File: config.mk
export PLATFORM = sky130hd
export DESIGN_NAME = lisp_token_lexer_core
export DESIGN_NICKNAME = d
export VERILOG_FILES = /design/src/design/ltl_pkg.sv /design/src/design/lisp_token_lexer_core.sv /design/src/design/ltl_lexer.sv /design/src/design/ltl_queue.sv
export SDC_FILE = /design/constraint.sdc
export NUM_CORES = 1
export LEC_CHECK = 0
export BUFFER_PORTS_ARGS = -buffer_cell sky130_fd_sc_hd__buf_2
export CORE_AREA = 5 5 173 175
export DETAILED_ROUTE_END_ITERATION = 16
export DIE_AREA = 0 0 178 180
export PLACE_DENSITY_LB_ADDON = 0.12
export SLEW_MARGIN = 20
export SYNTH_ARGS = -nofsm -noshare
export SYNTH_HDL_FRONTEND = slang
export SYNTH_HIERARCHICAL = 1
export SYNTH_SLANG_ARGS = --single-unit
File: constraint.sdc
create_clock -name clk -period 18.6 [get_ports clk]
set_input_delay 0.93 -clock clk [delete_from_list [all_inputs] [get_ports clk]]
set_output_delay 0.93 -clock clk [all_outputs]
set_load 0.05 [all_outputs]
File: src/design/ltl_pkg.sv
// Shared types, character codes and character-class functions for the token lexer.
`timescale 1ns / 1ps
package ltl_pkg;

	localparam logic [7:0] CH_NUL     = 8'h00;
	localparam logic [7:0] CH_NEWLINE = 8'h0A;
	localparam logic [7:0] CH_SPACE   = 8'h20;
	localparam logic [7:0] CH_QUOTE   = 8'h27;
	localparam logic [7:0] CH_OPEN    = 8'h28;
	localparam logic [7:0] CH_CLOSE   = 8'h29;
	localparam logic [7:0] CH_MINUS   = 8'h2D;
	localparam logic [7:0] CH_DOT     = 8'h2E;
	localparam logic [7:0] CH_ZERO    = 8'h30;
	localparam logic [7:0] CH_NINE    = 8'h39;
	localparam logic [7:0] CH_UP_A    = 8'h41;
	localparam logic [7:0] CH_UP_Z    = 8'h5A;
	localparam logic [7:0] CH_LO_A    = 8'h61;
	localparam logic [7:0] CH_LO_Z    = 8'h7A;

	localparam int QDEPTH = 4;
	localparam int QPTR_W = $clog2(QDEPTH);
	localparam int QCNT_W = $clog2(QDEPTH + 1);

	typedef enum logic [2:0] {
		K_CONST = 3'd0,
		K_SYM   = 3'd1,
		K_QUOTE = 3'd2,
		K_DOT   = 3'd3,
		K_OPEN  = 3'd4,
		K_CLOSE = 3'd5,
		K_END   = 3'd6,
		K_ERROR = 3'd7
	} kind_t;

	typedef enum logic [1:0] {
		MODE_IDLE  = 2'd0,
		MODE_NUM   = 2'd1,
		MODE_MINUS = 2'd2,
		MODE_SYM   = 2'd3
	} mode_t;

	typedef struct packed {
		kind_t              kind;
		logic signed [31:0] value;
		logic [7:0]         sym_char;
		logic               sym_first;
		logic               sym_last;
		logic               run_last;
	} res_t;

	function automatic logic is_digit(logic [7:0] c);
		return (c >= CH_ZERO) && (c <= CH_NINE);
	endfunction

	function automatic logic is_sym(logic [7:0] c);
		logic hit;
		hit = ((c >= CH_LO_A) && (c <= CH_LO_Z)) || ((c >= CH_UP_A) && (c <= CH_UP_Z));
		case (c) inside
			8'h2B, 8'h2D, 8'h2E, 8'h2A, 8'h2F, 8'h3C, 8'h3D, 8'h3E, 8'h21,
			8'h3F, 8'h3A, 8'h24, 8'h25, 8'h5F, 8'h26, 8'h7E, 8'h5E: hit = 1'b1;
			default: ;
		endcase
		return hit;
	endfunction

endpackage

File: src/design/lisp_token_lexer_core.sv
// Top level of the streaming token lexer: character in, token words out.
//
//  channel | handshake            | payload
//  --------+----------------------+---------------------------------------------------
//  input   | in_valid / in_ready  | ch
//  output  | out_valid / out_ready| kind, value, sym_char, sym_first, sym_last, run_last
//
// One character is taken per cycle while in_ready is high; its words enter the result queue
// at the same edge and, if the queue was empty, the first one is offered in the next cycle.
// A character yields at most two words; the four-entry queue drains one word a cycle,
// so the output handshake sets the sustained rate.
// in_ready drops while fewer than two queue entries are free.
// Reset clears the lexer state, the error latch and the queue.
`timescale 1ns / 1ps
module lisp_token_lexer_core import ltl_pkg::*; #(
	parameter int VALUE_BITS = 32
) (
	input  logic               clk,
	input  logic               arst_n,
	input  logic               in_valid,
	output logic               in_ready,
	input  logic [7:0]         ch,
	output logic               out_valid,
	input  logic               out_ready,
	output logic [2:0]         kind,
	output logic signed [31:0] value,
	output logic [7:0]         sym_char,
	output logic               sym_first,
	output logic               sym_last,
	output logic               run_last
);

	logic       fire;
	logic [1:0] push_n;
	res_t       push0;
	res_t       push1;
	res_t       head;
	logic       room;

	assign in_ready = room;
	assign fire     = in_valid && room;

	ltl_lexer #(
		.VALUE_BITS(VALUE_BITS)
	) u_lexer (
		.clk    (clk),
		.arst_n (arst_n),
		.fire   (fire),
		.ch     (ch),
		.push_n (push_n),
		.push0  (push0),
		.push1  (push1)
	);

	ltl_queue u_queue (
		.clk    (clk),
		.arst_n (arst_n),
		.push_n (push_n),
		.push0  (push0),
		.push1  (push1),
		.pop    (out_ready),
		.head   (head),
		.valid  (out_valid),
		.room   (room)
	);

	assign kind      = head.kind;
	assign value     = head.value;
	assign sym_char  = head.sym_char;
	assign sym_first = head.sym_first;
	assign sym_last  = head.sym_last;
	assign run_last  = head.run_last;

	a_pair_shows: assert property (@(posedge clk) disable iff (!arst_n)
		fire && push_n == 2'd2 |=> out_valid)
		else $error("two-word character left output empty");

	a_error_last: assert property (@(posedge clk) disable iff (!arst_n)
		out_valid && kind == K_ERROR |-> run_last)
		else $error("error word not last of its character");

	a_sym_last_kind: assert property (@(posedge clk) disable iff (!arst_n)
		out_valid && (sym_last || sym_first) |-> kind == K_SYM)
		else $error("symbol mark on non-symbol word");

endmodule

File: src/design/ltl_lexer.sv
// Lexer state registers and the per-character decode that yields up to two results.
`timescale 1ns / 1ps
module ltl_lexer import ltl_pkg::*; #(
	parameter int VALUE_BITS = 32
) (
	input  logic       clk,
	input  logic       arst_n,
	input  logic       fire,
	input  logic [7:0] ch,
	output logic [1:0] push_n,
	output res_t       push0,
	output res_t       push1
);

	localparam int WIDE = VALUE_BITS + 4;
	localparam int EXT  = (VALUE_BITS > 32) ? VALUE_BITS : 32;

	mode_t                 mode_q, mode_d;
	logic [VALUE_BITS-1:0] mag_q, mag_d;
	logic                  neg_q, neg_d;
	logic [7:0]            held_q, held_d;
	logic                  held_first_q, held_first_d;
	logic                  err_q, err_d;

	logic [3:0]      digit;
	logic            c_digit;
	logic            c_sym;
	logic [WIDE-1:0] acc;
	logic [WIDE-1:0] lim;
	logic            over;
	logic [EXT-1:0]  mag_ext;
	logic [EXT-1:0]  sval;

	logic  f_has;
	kind_t f_kind;
	mode_t f_mode;
	logic  f_held;
	logic  f_num;
	logic  f_err;

	res_t  r0, r1;
	logic  take_fresh;
	logic  sym_path;
	logic [1:0] n;

	assign digit   = 4'(ch - CH_ZERO);
	assign c_digit = is_digit(ch);
	assign c_sym   = is_sym(ch);
	assign acc     = (WIDE'(mag_q) << 3) + (WIDE'(mag_q) << 1) + WIDE'(digit);
	assign lim     = (WIDE'(1) << (VALUE_BITS - 1)) - WIDE'(!neg_q);
	assign over    = acc > lim;
	assign mag_ext = EXT'(mag_q);
	assign sval    = neg_q ? (EXT'(0) - mag_ext) : mag_ext;

	always_comb begin
		f_has  = 1'b0;
		f_kind = K_END;
		f_mode = MODE_IDLE;
		f_held = 1'b0;
		f_num  = 1'b0;
		f_err  = 1'b0;
		unique case (ch) inside
			CH_SPACE, CH_NEWLINE: ;
			CH_NUL: begin
				f_has  = 1'b1;
				f_kind = K_END;
			end
			CH_QUOTE: begin
				f_has  = 1'b1;
				f_kind = K_QUOTE;
			end
			CH_DOT: begin
				f_has  = 1'b1;
				f_kind = K_DOT;
			end
			CH_OPEN: begin
				f_has  = 1'b1;
				f_kind = K_OPEN;
			end
			CH_CLOSE: begin
				f_has  = 1'b1;
				f_kind = K_CLOSE;
			end
			CH_MINUS: begin
				f_mode = MODE_MINUS;
				f_held = 1'b1;
			end
			default: begin
				if (c_digit) begin
					f_mode = MODE_NUM;
					f_num  = 1'b1;
				end else if (c_sym) begin
					f_mode = MODE_SYM;
					f_held = 1'b1;
				end else begin
					f_has  = 1'b1;
					f_kind = K_ERROR;
					f_err  = 1'b1;
				end
			end
		endcase
	end

	always_comb begin
		mode_d       = mode_q;
		mag_d        = mag_q;
		neg_d        = neg_q;
		held_d       = held_q;
		held_first_d = held_first_q;
		err_d        = err_q;
		r0           = '0;
		r1           = '0;
		n            = 2'd0;
		take_fresh   = 1'b0;
		sym_path     = 1'b0;

		if (fire && !err_q) begin
			unique case (mode_q)
				MODE_NUM: begin
					if (c_digit) begin
						if (over) begin
							err_d   = 1'b1;
							mode_d  = MODE_IDLE;
							r0.kind = K_ERROR;
							n       = 2'd1;
						end else begin
							mag_d = acc[VALUE_BITS-1:0];
						end
					end else begin
						r0.kind    = K_CONST;
						r0.value   = sval[31:0];
						n          = 2'd1;
						take_fresh = 1'b1;
					end
				end
				MODE_MINUS: begin
					if (c_digit) begin
						mode_d = MODE_NUM;
						neg_d  = 1'b1;
						mag_d  = VALUE_BITS'(digit);
					end else begin
						sym_path = 1'b1;
					end
				end
				MODE_SYM: sym_path = 1'b1;
				MODE_IDLE: take_fresh = 1'b1;
				default: ;
			endcase

			if (sym_path) begin
				r0.kind      = K_SYM;
				r0.sym_char  = held_q;
				r0.sym_first = held_first_q;
				n            = 2'd1;
				if (c_sym || c_digit) begin
					mode_d       = MODE_SYM;
					held_d       = ch;
					held_first_d = 1'b0;
				end else begin
					r0.sym_last = 1'b1;
					take_fresh  = 1'b1;
				end
			end

			if (take_fresh) begin
				mode_d = f_mode;
				if (f_held) begin
					held_d       = ch;
					held_first_d = 1'b1;
				end
				if (f_num) begin
					mag_d = VALUE_BITS'(digit);
					neg_d = 1'b0;
				end
				if (f_err) begin
					err_d = 1'b1;
				end
				if (f_has) begin
					if (n == 2'd0) begin
						r0.kind = f_kind;
					end else begin
						r1.kind = f_kind;
					end
					n = n + 2'd1;
				end
			end

			if (n == 2'd2) begin
				r1.run_last = 1'b1;
			end else if (n == 2'd1) begin
				r0.run_last = 1'b1;
			end
		end
	end

	always_ff @(posedge clk or negedge arst_n) begin
		if (!arst_n) begin
			mode_q       <= MODE_IDLE;
			mag_q        <= '0;
			neg_q        <= 1'b0;
			held_q       <= '0;
			held_first_q <= 1'b0;
			err_q        <= 1'b0;
		end else if (fire) begin
			mode_q       <= mode_d;
			mag_q        <= mag_d;
			neg_q        <= neg_d;
			held_q       <= held_d;
			held_first_q <= held_first_d;
			err_q        <= err_d;
		end
	end

	assign push_n = n;
	assign push0  = r0;
	assign push1  = r1;

endmodule

File: src/design/ltl_queue.sv
// Result queue: takes up to two words per cycle, hands out one.
`timescale 1ns / 1ps
module ltl_queue import ltl_pkg::*; (
	input  logic       clk,
	input  logic       arst_n,
	input  logic [1:0] push_n,
	input  res_t       push0,
	input  res_t       push1,
	input  logic       pop,
	output res_t       head,
	output logic       valid,
	output logic       room
);

	res_t              ent_q [QDEPTH];
	logic [QPTR_W-1:0] wr_ptr_q;
	logic [QPTR_W-1:0] rd_ptr_q;
	logic [QCNT_W-1:0] cnt_q;
	logic [QPTR_W-1:0] wr_next;
	logic              do_pop;

	assign wr_next = wr_ptr_q + QPTR_W'(1);
	assign valid   = cnt_q != '0;
	assign room    = cnt_q <= QCNT_W'(QDEPTH - 2);
	assign head    = ent_q[rd_ptr_q];
	assign do_pop  = pop && valid;

	always_ff @(posedge clk) begin
		if (push_n != 2'd0) begin
			ent_q[wr_ptr_q] <= push0;
		end
		if (push_n == 2'd2) begin
			ent_q[wr_next] <= push1;
		end
	end

	always_ff @(posedge clk or negedge arst_n) begin
		if (!arst_n) begin
			wr_ptr_q <= '0;
			rd_ptr_q <= '0;
			cnt_q    <= '0;
		end else begin
			wr_ptr_q <= wr_ptr_q + QPTR_W'(push_n);
			if (do_pop) begin
				rd_ptr_q <= rd_ptr_q + QPTR_W'(1);
			end
			cnt_q <= cnt_q + QCNT_W'(push_n) - QCNT_W'(do_pop);
		end
	end

endmodule

==> impl_metrics.json <==
{
  "grt_antenna_before_repair": 1,
  "synth.ff_latch_count": 236,
  "dp_hpwl_mm": 25.2,
  "start_util": 0.587,
  "worst-path-buf-inv": 2,
  "hold_viol_final": 0,
  "final_cell_mix": "edfxtp_1 (184), nand2_1 (121), mux2_2 (111)",
  "cts-resized-gates": 0,
  "die_w_um": 178,
  "wl_met3_mm": 1.91,
  "top_layer": "met4",
  "grt_pass1_vias": 11162,
  "pwr-share-clk": 0.277,
  "viasPerCell": 6.09,
  "status": "finished, final reports clean",
  "slowest_delay_ps": 630,
  "wl_per_cell_um": 20.7,
  "synth_edf_count": 184,
  "crit_type": "in2reg",
  "slew_violations": 0,
  "clk_pin_slew_ps": 60,
  "io_buffer_count": 59,
  "cts_setup_buffers": 0,
  "fin_util": 0.626,
  "vdd_drop_max_uv": 80.8,
  "cts_tree": "yes",
  "antenna_left": 0,
  "p_sw_mw": 0.696,
  "place_area_um2": 16900,
  "wl_met2_mm": 17.8,
  "nNetsFinal": 1533,
  "critPathCaptureType": "flip-flop",
  "max_cap_viol_count": 0,
  "p_seq_frac": 0.356,
  "vias": 11054,
  "finClkSkew_ps": 20.9,
  "dr.pass1.iters": 5,
  "rsz0062_at_grt": "false",
  "syn-instance-count": 1388,
  "ys.flop_type": "edfxtp_1",
  "grt_pass1_wl_mm": 60.1,
  "crit_family": "compound AO/OA/AOI/OAI gates",
  "grt_use_total": 0.233,
  "dieArea_um2": 32000,
  "required_ps": 18880,
  "cts_hold_buf": 0,
  "drt-initial-drc-count": 776,
  "yosys.area.top_type": "edfxtp_1",
  "slew_headroom": 0.247,
  "worstSkewPairLatency_ps": 540,
  "tns_ps": 0,
  "synth_cell_types": 81,
  "min_path_type": "reg2reg",
  "cp-start-kind": "input port",
  "synth_top_area_frac": 0.332,
  "syn-cell-area_um2": 16600,
  "leakage_nw": 7.39,
  "yosys-top-cells-area": "edfxtp_1 (33%), ha_1 (7.9%), dfrtp_1 (7.8%)",
  "cp_slowest_cell": "a21oi_1",
  "layout_commonest_cell": "edfxtp_1",
  "combPwrFrac": 0.366,
  "drive_above_1_share": 0.269,
  "path_max_fanout": 46,
  "grt_max_degree": 56,
  "num_rows": 62,
  "area_growth_pct": 6.49,
  "worst_pin_slew_ps": 1130,
  "seq_area_frac_synth": 0.410,
  "finalWirelength_mm": 37.6,
  "p_sw_frac": 0.383,
  "fmax_mhz": 123,
  "cts_buffer_depth": 3,
  "worstPathArrival_ps": 8440,
  "h-tree-depth": 1,
  "grt.overflow.total": 0,
  "p_per_area_nw_per_um2": 103,
  "p_total_mw": 1.82,
  "syn_avg_cell_area_um2": 12.0,
  "setup_viol": 0,
  "cts_sinks": 236,
  "yosys_warnings": 6,
  "min_period_ps": 8150,
  "r2r_start": "u_lexer/mag_ext[2]$_DFFE_PN0P_",
  "io_pins": 60,
  "cp-startpoint": "ch[3]",
  "cts_made_buffers": 26,
  "drt-met1-wl_mm": 17.3,
  "die_height_um": 180,
  "intPower_mw": 1.12,
  "ys_async_sr_fraction": 0.220,
  "drc": 0,
  "finalCritPeriodShare": 0.438,
  "gp_congestion": 0.897,
  "core-area_um2": 28300,
  "fin_area_um2": 17700,
  "ctsRootBufferMaster": "clkbuf_16",
  "hp-start": "u_lexer/held_q[3]$_DFFE_PN0P_"
}
[path summary, 6_finish.rpt]
path	to	slack, ps	cells after the start
setup / recovery	u_queue/ent_q[0][44]$_DFFE_PP_	10450	25
hold / removal	u_lexer/held_q[3]$_DFFE_PN0P_	500	1
setup reg to reg	u_queue/ent_q[0][44]$_DFFE_PP_	10460	24
hold reg to reg	u_lexer/held_q[3]$_DFFE_PN0P_	500	1
max in group asynchronous	u_queue/rd_ptr_q[0]$_DFFE_PN0P_	17520	2
min in group asynchronous	u_lexer/mag_ext[24]$_DFFE_PN0P_	540	2
[registers in the layout, indices dropped and copies added, names as in the netlist]
signal / cells
u_lexer/err_q: 1
u_lexer/held_first_q: 1
u_lexer/held_q: 8
u_lexer/mag_ext: 32
u_lexer/mode_q: 2
u_lexer/neg_q: 1
u_queue/cnt_q: 3
u_queue/ent_q: 184
u_queue/rd_ptr_q: 2
u_queue/wr_ptr_q: 2
[kinds of logic after synthesis]
kind of cell	after synthesis	share of synthesized area
compound gates	272	0.110
xor+xnor	63	0.0332
fa+ha+maj	108	0.0826
buf+inv	142	0.0567
flops	236	0.410
mux	243	0.213
other cells	1	0.000225
simple gates	323	0.0941
[power by group through the flow]
stage | Combinational (mW) | Clock (mW) | Sequential (mW)
after floorplan | 0.568 | 0 | 0.618
after global placement | 0.661 | 0 | 0.661
after detailed placement | 0.667 | 0 | 0.662
after CTS | 0.670 | 0.514 | 0.651
after global routing | 0.714 | 0.536 | 0.659
final | 0.667 | 0.504 | 0.649
[worst reg2reg max path, stage by stage, from the launching register on]
cell and delay [ps]:
dfrtp_1 610, fa_1 550, ha_1 340, a211oi_1 100, nor3_1 340, o211ai_1 200
a21boi_0 540, nand2_1 150, o21ai_0 230, xor2_1 370, ha_1 200, nand4_1 150
nor4_1 500, nand4_1 130, o21ai_0 120, o211ai_1 180, a2111oi_4 430, a31oi_4 240
nand2b_1 210, ha_1 330, o21ai_0 90, a21oi_1 630, nand4b_1 200, buf_4 590
mux2_2 450
[routing by layer]
layer / vias up / global-route usage
met2: 261 / 0.378
met3: 48 / 0.0273
met4: 0 / 0.0486
li1: 5257 / -
met5: - / 0
met1: 5488 / 0.339
[synthesized netlist by cell type (27+ instances only)]
| library cell | instances |
|---|---|
| edfxtp_1 | 184 |
| nand2_1 | 121 |
| mux2_2 | 111 |
| ha_1 | 105 |
| mux2_4 | 80 |
| o21ai_0 | 74 |
| nor2_1 | 71 |
| a21oi_1 | 66 |
| dfrtp_1 | 52 |
| buf_4 | 51 |
| mux4_2 | 46 |
| xnor2_1 | 35 |
| xor2_1 | 28 |
| clkbuf_1 | 27 |
[through the flow]
stage / cells / setup WS [ps] / hold WS, ps
after floorplan: 1429 / 9810 / 444
after global placement: 1769 / 10080 / 474
after detailed placement: 1769 / 10000 / 481
after CTS: 1815 / 10540 / 497
after global routing: 1815 / 10040 / 515
final: 1816 / 10450 / 498
[cell type report]
class                           count  area [µm²]
Inverter                           27         101
Fill cell                        2253       10600
Sequential cell                   236        6830
Clock buffer                       30         666
Tap cell                          384         480
Clock inverter                     16         168
Antenna cell                        1        2.50
Multi-Input combinational cell   1051        9080
Timing Repair Buffer               71         385
Power figures use the tool's default switching activity.
